[src/design/gqe_pkg.sv]
// shared types, constants and sine table builder for the glyph quad emitter
package gqe_pkg;

    localparam int MAX_QUADS_DEF   = 256;
    localparam int SINE_BITS_DEF   = 8;
    localparam int COORD_BITS_DEF  = 16;

    localparam int GLYPH_DEPTH     = 256;
    localparam int SW_W            = 20;

    localparam logic [1:0] CMD_BEGIN = 2'd0;
    localparam logic [1:0] CMD_PLACE = 2'd1;
    localparam logic [1:0] CMD_LOAD  = 2'd2;

    localparam logic [1:0] CFG_SPACING = 2'd0;
    localparam logic [1:0] CFG_LEADING = 2'd1;
    localparam logic [1:0] CFG_HEIGHT  = 2'd2;

    localparam logic [7:0]  CHAR_NEWLINE = 8'h0A;
    localparam logic [31:0] COLOR_WHITE  = 32'hFFFF_FFFF;
    localparam logic signed [15:0] ONE_Q14 = 16'sd16384;
    localparam logic [63:0] TWO_PI_Q30   = 64'd6746518852;

    typedef struct packed {
        logic [15:0] v1;
        logic [15:0] u1;
        logic [15:0] v0;
        logic [15:0] u0;
        logic [15:0] h;
        logic [15:0] w;
    } t_glyph;

    // first quadrant sine in q1.14, taylor series in q30
    function automatic logic signed [15:0] quarter_sine(input int r, input int bits);
        logic [63:0] x;
        logic [63:0] x2;
        logic [63:0] term;
        logic signed [63:0] sum;
        logic [63:0] rnd;
        x    = (64'(r) * TWO_PI_Q30) >> bits;
        x2   = (x * x) >> 30;
        term = x;
        sum  = $signed(x);
        for (int k = 1; k <= 6; k++) begin
            term = ((term * x2) >> 30) / 64'((2 * k) * (2 * k + 1));
            if ((k % 2) == 1) begin
                sum = sum - $signed(term);
            end else begin
                sum = sum + $signed(term);
            end
        end
        if (sum < 0) begin
            sum = 64'sd0;
        end
        rnd = ($unsigned(sum) + 64'd32768) >> 16;
        return $signed(rnd[15:0]);
    endfunction

    // full turn table entry, quadrants mirrored
    function automatic logic signed [15:0] sine_entry(input int i, input int bits);
        int q4;
        int quad;
        int r;
        logic signed [15:0] v;
        q4   = 1 << (bits - 2);
        quad = i >> (bits - 2);
        r    = i & (q4 - 1);
        v    = ((quad & 1) != 0) ? quarter_sine(q4 - r, bits) : quarter_sine(r, bits);
        return ((quad & 2) != 0) ? -v : v;
    endfunction

endpackage

[src/design/gqe_sine_rom.sv]
// sine and cosine lookup with registered output
module gqe_sine_rom #(
    parameter int SINE_TABLE_BITS = gqe_pkg::SINE_BITS_DEF
) (
    input  logic               i_clk,
    input  logic [15:0]        i_angle,
    output logic signed [15:0] o_sin,
    output logic signed [15:0] o_cos
);
    import gqe_pkg::*;

    localparam int SINE_LEN = 1 << SINE_TABLE_BITS;
    localparam logic [SINE_TABLE_BITS-1:0] QUARTER =
        SINE_TABLE_BITS'(SINE_LEN / 4);

    logic signed [15:0] sine_rom [SINE_LEN];
    logic [SINE_TABLE_BITS-1:0] sin_idx;
    logic [SINE_TABLE_BITS-1:0] cos_idx;
    logic signed [15:0] r_sin;
    logic signed [15:0] r_cos;

    for (genvar gi = 0; gi < SINE_LEN; gi++) begin : g_tab
        localparam logic signed [15:0] ENTRY = sine_entry(gi, SINE_TABLE_BITS);
        assign sine_rom[gi] = ENTRY;
    end

    assign sin_idx = i_angle[15 -: SINE_TABLE_BITS];
    assign cos_idx = sin_idx + QUARTER;

    // zero angle means no rotation at all
    always_ff @(posedge i_clk) begin
        if (i_angle == 16'd0) begin
            r_sin <= 16'sd0;
            r_cos <= ONE_Q14;
        end else begin
            r_sin <= sine_rom[sin_idx];
            r_cos <= sine_rom[cos_idx];
        end
    end

    assign o_sin = r_sin;
    assign o_cos = r_cos;

endmodule
[config.mk]
export PLATFORM = sky130hd
export DESIGN_NAME = gqe_sine_rom
export DESIGN_NICKNAME = d
export VERILOG_FILES = /design/src/design/gqe_pkg.sv /design/src/design/gqe_sine_rom.sv
export SDC_FILE = /design/constraint.sdc
export NUM_CORES = 1
export LEC_CHECK = 0
export ABC_AREA = 1
export BUFFER_PORTS_ARGS = -buffer_cell sky130_fd_sc_hd__buf_2
export CAP_MARGIN = 20
export CORE_MARGIN = 4
export CORE_UTILIZATION = 50
export DETAILED_ROUTE_END_ITERATION = 6
export PLACE_DENSITY = 0.69
export SETUP_SLACK_MARGIN = 0.2
export SYNTH_ARGS = -nofsm -noshare
export SYNTH_HDL_FRONTEND = slang
export SYNTH_SLANG_ARGS = --single-unit
export TNS_END_PERCENT = 1
[constraint.sdc]
create_clock -name i_clk -period 2.65 [get_ports i_clk]
set_clock_uncertainty 0.2 [all_clocks]
set_input_delay 0.1325 -clock i_clk [delete_from_list [all_inputs] [get_ports i_clk]]
set_output_delay 0.1325 -clock i_clk [all_outputs]
set_load 0.01 [all_outputs]
==> flow_metrics.py, run 1 <==
metrics = {
    "run_status": {
        "outcome": "complete, but fails checks",
        "violations": "DRC",
    },
    "timing": {
        "rsz0062_at_grt": "no",
        "fmax_mhz": 468.9,
        "setup_violations": 0,
        "fin_crit_sh_pct": 80.47,
        "slew_headroom_pct": 53.40,
        "finalHoldViolCount": 0,
        "tightest_slew_ns": 0.6936,
        "period_needed_ns": 2.133,
        "drv_slew": 0,
        "final.setup.tns_ns": 0,
    },
    "final_layout": {
        "finalNetCount": 1131,
        "n_antenna_cell": 0,
        "seq_area_sq_um": 640.6,
        "fin_area_sq_um": 5914,
        "multiInputGateArea_sq_um": 4204,
        "num-fill-cells": 1208,
        "drive_gt1_share_pct": 11.76,
        "syn2layout_area_growth_pct": 7.530,
    },
    "pwr": {
        "pwr-share-comb_pct": 52.5,
        "internal-power_uw": 1259,
        "netSwitchingFraction_pct": 46.75,
        "cellLeakagePower_uw": 0.003354,
        "ir_drop_mv": 0.3539,
        "p_sw_uw": 1105,
        "powerDensity_nw_per_um2": 399.7,
        "p_clk_share_pct": 23.3,
        "p_seq_share_pct": 24.2,
    },
    "die": {
        "initial_core_util_pct": 50.96,
        "die_h_um": 112.9,
        "dieWidth_um": 112.9,
        "die-area_sq_um": 12740,
        "rows": 38,
        "io_pins": 49,
        "core-area_sq_um": 10790,
    },
    "cts": {
        "root_buffer": "clkbuf_8",
        "post_cts_buffers": 0,
        "cts_buffers": 5,
        "clk_pin_slew_worst_paths_ns": 0.09,
        "cts_buffer_depth": 2,
        "cts_tree": "built",
        "htree_num_levels": 2,
        "cts.sinks": 32,
    },
    "synth": {
        "syn_area_per_cell_sq_um": 5.107,
        "synth.yosys.seq_area_share_pct": 11.65,
        "syn_nets": 1112,
        "yosys_warnings": 0,
        "synthCells": 1077,
        "ys_types": 37,
        "syn_area_sq_um": 5500,
        "ys_seq_elements": 32,
    },
    "placed_design": {
        "placed_area_sq_um": 5768,
        "dp_hpwl_um": 19760,
        "io_buffers": 48,
        "routabilityCongestion": 1.109,
    },
    "routing": {
        "detail_route.wl_per_cell_um": 22.00,
        "num_vias": 7825,
        "drcViolationCount": 9,
        "wirelength_um": 27210,
        "viasPerCell": 6.326,
        "antenna_left": 0,
        "dr.pass1.iters": 7,
        "drt_iter0_drc": 1415,
    },
    "global_route": {
        "grt_pass1_wl_um": 41900,
        "antenna_found_initial": 0,
        "grtUsageTotal_pct": 42.39,
        "grt_overflow_total": 0,
        "grt_pass1_vias": 7365,
        "grt_max_degree": 90,
    },
    "worst_setup_path": {
        "path_common_cell": "nand2_1",
        "cp.arrival_ns": 2.15,
        "max_stage_delay_ns": 0.45,
        "path_class": "in -> reg",
        "crit_path_end_kind": "flop",
        "worstPathMaxFanout": 12,
        "crit_required_ns": 2.67,
        "cp_slowest_cell": "nand2_1",
        "worstSetupStartpointType": "primary input",
        "path_cells": "buf_2 -> inv_1 -> ha_1 -> inv_2 -> nand2_1 -> nand2_1 -> nand2_1 -> nand2_1 -> nand2_1 -> nand2_1 -> nor2_1 -> o21ai_0 -> nor2_1 -> nor2_1",
    },
    "min_path": {
        "hold_path_depth": 7,
        "worstHoldPathType": "in -> reg",
        "hold_end": "o_cos[8]$_SDFF_PP0_",
        "min-delay-start": "i_angle[4]",
    },
    "run": {
        "cap_violations": 0,
    },
}
metal layers:
layer / track usage (%) / wire length (um) / vias up
met5: 0 / 0 / -
li1: - / - / 3527
met3: 10.48 / 3523 / 165
met4: 28.85 / 2149 / 0
met1: 53.96 / 10060 / 3486
met2: 62.88 / 11480 / 647
cell usage in the layout, fill, tap and decap left out, drive strengths merged:
| master | netlist | routed |
|---|---|---|
| nand2 | 496 | 496 |
| nand3 | 187 | 187 |
| nor2 | 84 | 84 |
| buf | 57 | 79 |
| inv | 54 | 54 |
| o21ai | 52 | 52 |
| a21oi | 40 | 40 |
| dfxtp | 32 | 32 |
| nand4 | 23 | 23 |
| ha | 18 | 18 |
| nor3 | 8 | 8 |
| clkbuf | 12 | 7 |
| clkinv | 2 | 2 |
| or2 | 2 | 2 |
| a31oi | 2 | 2 |
| o211ai | 2 | 2 |
| dlygate4sd3 | 0 | 2 |
| a21boi | 2 | 2 |
| nor4 | 1 | 1 |
| o21a | 1 | 1 |
| a32oi | 1 | 1 |
| o22ai | 1 | 1 |
| bufinv | 0 | 1 |
kinds of logic after synthesis:
| group | synth area share [%] |
|---|---|
| simple gates | 62.65 |
| flops | 11.65 |
| buf+inv | 11.92 |
| fa+ha+maj | 4.095 |
| compound gates | 9.691 |
cells in the mapped netlist:
library cell / n / area [sq um]
nand2_1: 477 / 1790
nand3_1: 185 / 925.9
nor2_1: 78 / 292.8
inv_1: 45 / 168.9
a21oi_1: 39 / 195.2
o21ai_0: 38 / 190.2
dfxtp_1: 32 / 640.6
buf_2: 29 / 145.1
nand4_1: 23 / 143.9
ha_1: 18 / 225.2
nand2_2: 14 / 87.58
o21ai_1: 14 / 70.07
buf_4: 13 / 97.59
clkbuf_1: 12 / 45.04
buf_6: 11 / 123.9
inv_2: 8 / 30.03
nor3_1: 6 / 30.03
nand2_4: 5 / 56.30
buf_1: 3 / 11.26
nor2_2: 3 / 18.77
nor2_4: 3 / 33.78
a31oi_1: 2 / 12.51
clkinv_1: 2 / 7.510
nor3_2: 2 / 20.02
o211ai_1: 2 / 15.01
or2_2: 2 / 12.51
a21boi_1: 1 / 7.510
a21boi_2: 1 / 11.26
a21oi_2: 1 / 8.760
a32oi_1: 1 / 8.760
buf_12: 1 / 20.02
inv_4: 1 / 6.260
nand3_2: 1 / 10.01
nand3_4: 1 / 17.52
nor4_1: 1 / 6.260
o21a_1: 1 / 7.510
o22ai_1: 1 / 6.260
cell type report:
cell class | count | area share (%)
flip-flops and latches | 32 | 10.83
repair buffers | 81 | 9.393
well taps | 140 | 2.962
clock buffers | 7 | 1.629
multi-input cells | 920 | 71.08
clock inverters | 1 | 0.5077
inverters | 56 | 3.596
metrics by stage:
| step | util [%] | hold WS (ns) | cells | setup slack (ns) | power [uW] |
|---|---|---|---|---|---|
| floorplan | - | 0.1148 | 1077 | 0.5050 | 1386 |
| global placement | 53.44 | 0.2957 | 1227 | 0.3118 | 1766 |
| detailed placement | 53.44 | 0.2959 | 1227 | 0.2719 | 1768 |
| CTS | 54.80 | 0.1605 | 1237 | 0.5958 | 2318 |
| global route | 54.80 | 0.2108 | 1237 | 0.3382 | 2494 |
| finish | 54.80 | 0.1745 | 1237 | 0.5175 | 2364 |
registers in the layout (all words and copies together) (netlist names):
name	cells
o_sin	16
o_cos	16
power groups by stage:
stage,sequential (uW),clock (uW),combinational [uW]
after floorplan,620,0,766
after global placement,583,0,1180
after detailed placement,584,0,1180
after global routing,578,573,1340
final,573,550,1240
after CTS,574,555,1190
worst max-delay path, delay by kind of cell:
family	cells	cell delay [ns]
compound gates	1	0.09
fa+ha+maj	1	0.39
buf+inv	3	0.24
simple gates	9	1.31
worst max path at each step:
| stage | startpoint | endpoint | depth (start not counted) |
|---|---|---|---|
| floorplan | i_angle[14] | o_cos[13]$_SDFF_PP0_ | 9 |
| global placement | i_angle[8] | o_cos[2]$_SDFF_PP0_ | 13 |
| detailed placement | i_angle[8] | o_cos[2]$_SDFF_PP0_ | 13 |
| CTS | i_angle[8] | o_cos[2]$_SDFF_PP0_ | 13 |
| global route | i_angle[8] | o_sin[6]$_SDFF_PP0_ | 14 |
| finish | i_angle[8] | o_sin[6]$_SDFF_PP0_ | 14 |
timing repair:
action                                 4_1_cts  5_1_grt
hold buffers                                 2        0
endpoints found under the hold margin        2        0
resized for setup                            0        0
No activity file was read; power rests on OpenSTA's default activity.
==> run 2: changes to the inputs <==
==> constraint.sdc (replaced) <==
create_clock -name i_clk -period 2 [get_ports i_clk]
set_clock_uncertainty 0.2 [all_clocks]
set_input_delay 0.1 -clock i_clk [delete_from_list [all_inputs] [get_ports i_clk]]
set_output_delay 0.1 -clock i_clk [all_outputs]
set_load 0.01 [all_outputs]
==> run 2 against run 1 <==
The flow still finishes with violations (DRC). First-iteration DRC count increased by 18%. Non-clock buffer count increased by 82. Worst setup slack got worse by 0.30 ns. Largest cell class unchanged. Sequential power increased by 32%. Via count increased by 6.4%. Power increased by 39%. Wire length increased by 5.2%. Sequential share of layout area decreased by 1.3 points. Die area unchanged.
==> flow_metrics.py, run 2 (synthesis gave the netlist of run 1 again) <==
metrics = {
    "run_status": {
        "outcome": "complete, but fails checks",
        "violations": "DRC",
    },
    "routing": {
        "num_vias": 8324,
        "drcViolationCount": 9,
        "dr.pass1.iters": 7,
        "wirelength_um": 28640,
        "detail_route.wl_per_cell_um": 21.71,
        "drt_iter0_drc": 1669,
        "viasPerCell": 6.311,
        "antenna_left": 0,
    },
    "placed_design": {
        "dp_hpwl_um": 21830,
        "io_buffers": 48,
        "routabilityCongestion": 1.135,
        "placed_area_sq_um": 6467,
    },
    "timing": {
        "tightest_slew_ns": 0.5582,
        "drv_slew": 0,
        "slew_headroom_pct": 62.50,
        "final.setup.tns_ns": 0,
        "rsz0062_at_grt": "yes",
        "finalHoldViolCount": 0,
        "setup_violations": 0,
        "fmax_mhz": 560.5,
        "fin_crit_sh_pct": 89.21,
        "period_needed_ns": 1.784,
    },
    "worst_setup_path": {
        "crit_path_end_kind": "flop",
        "worstPathMaxFanout": 5,
        "path_class": "in -> reg",
        "worstSetupStartpointType": "primary input",
        "cp.arrival_ns": 1.81,
        "crit_required_ns": 2.02,
    },
    "die": {
        "rows": 38,
        "core-area_sq_um": 10790,
        "die-area_sq_um": 12740,
        "die_h_um": 112.9,
        "initial_core_util_pct": 50.96,
        "io_pins": 49,
        "dieWidth_um": 112.9,
    },
    "cts": {
        "root_buffer": "clkbuf_8",
        "cts_buffers": 5,
        "ctsHoldBuffers": 0,
        "htree_num_levels": 2,
        "cts_tree": "built",
        "post_cts_buffers": 0,
        "clk_pin_slew_worst_paths_ns": 0.07,
        "cts_buffer_depth": 2,
        "cts.sinks": 32,
    },
    "min_path": {
        "worstHoldPathType": "in -> reg",
    },
    "pwr": {
        "ir_drop_mv": 0.4349,
        "power_uw": 3291,
        "powerDensity_nw_per_um2": 487.2,
        "cellLeakagePower_uw": 0.003775,
    },
    "global_route": {
        "grt_pass1_wl_um": 44490,
        "antenna_found_initial": 0,
        "grt_max_degree": 61,
        "grt_overflow_total": 0,
        "grt_pass1_vias": 7810,
        "grtUsageTotal_pct": 44.84,
    },
    "final_layout": {
        "syn2layout_area_growth_pct": 22.82,
        "finalNetCount": 1213,
        "utilization_pct": 62.59,
        "final_cell_mix": "nand2_1, nand3_1, buf_4",
        "num-fill-cells": 1139,
        "seq_area_sq_um": 640.6,
        "n_antenna_cell": 0,
        "final_common_cell": "nand2_1",
        "multiInputGateArea_sq_um": 4407,
        "fin_area_sq_um": 6755,
        "drive_gt1_share_pct": 21.71,
    },
    "run": {
        "cap_violations": 0,
    },
}
==> run 2: cell types whose count changed in the layout (fill, tap and decap cells not counted), moves of 4 or more <==
cell / delta
o21ai_0: -7
buf_4: +81
nor2_1: -6
inv_1: -4
nor2_2: +4
o21ai_1: +6
nand3_2: +5
nand3_1: -7
nand2_1: -18
nand2_2: +13
==> run 2: layout make-up <==
| class | count | area share (%) |
|---|---|---|
| sequential | 32 | 9.483 |
| clock buffer | 6 | 1.074 |
| timing repair buffer | 163 | 17.82 |
| clock inverter | 2 | 0.5186 |
| multi-input combinational | 920 | 65.23 |
| tap | 140 | 2.593 |
| inverter | 56 | 3.278 |
==> run 2: critical path, stage by stage <==
cell and delay, ns:
buf_2 0.12, buf_4 0.15, ha_2 0.21, buf_4 0.15
nand2_4 0.12, nand2_1 0.11, nand2_2 0.08, o21ai_0 0.09
nand2_1 0.09, o21ai_0 0.09, nor2_1 0.24, o21ai_1 0.09
nor2_1 0.16
==> run 2: through the flow <==
stage	hold slack (ns)	setup WS (ns)	instances
after CTS	0.01707	0.2047	1319
after global placement	0.2957	-0.1499	1311
after floorplan	0.08233	0.1992	1077
final	0.02842	0.2158	1319
after global routing	0.04156	0.1225	1319
after detailed placement	0.2982	-0.1518	1311
==> run 2: timing repair <==
action                                  in CTS  in global routing
pin swaps                                    0                  7
endpoints found under the setup margin       2                 32
gates cloned                                 0                  0
resized for setup                            2                 54
hold endpoints to repair                     0                  0
==> run 2: metal layers <==
layer / wire [um] / global-route usage (%) / part of all wire, %
met5: 0 / 0 / 0
met4: 2173 / 26.44 / 7.6
met3: 3825 / 10.11 / 13
met2: 11980 / 67.97 / 42
met1: 10650 / 58.10 / 37
==> run 2: final timing paths <==
kind | start | end | cells past startpoint
max | i_angle[8] | o_cos[0]$_SDFF_PP0_ | 13
min | i_angle[3] | o_cos[8]$_SDFF_PP0_ | 4
==> run 2: power breakdown <==
part           total (uW)  internal (uW)  switching [uW]
sequential            758            732            25.5
combinational        1900            646            1250
clock                 638            370             268
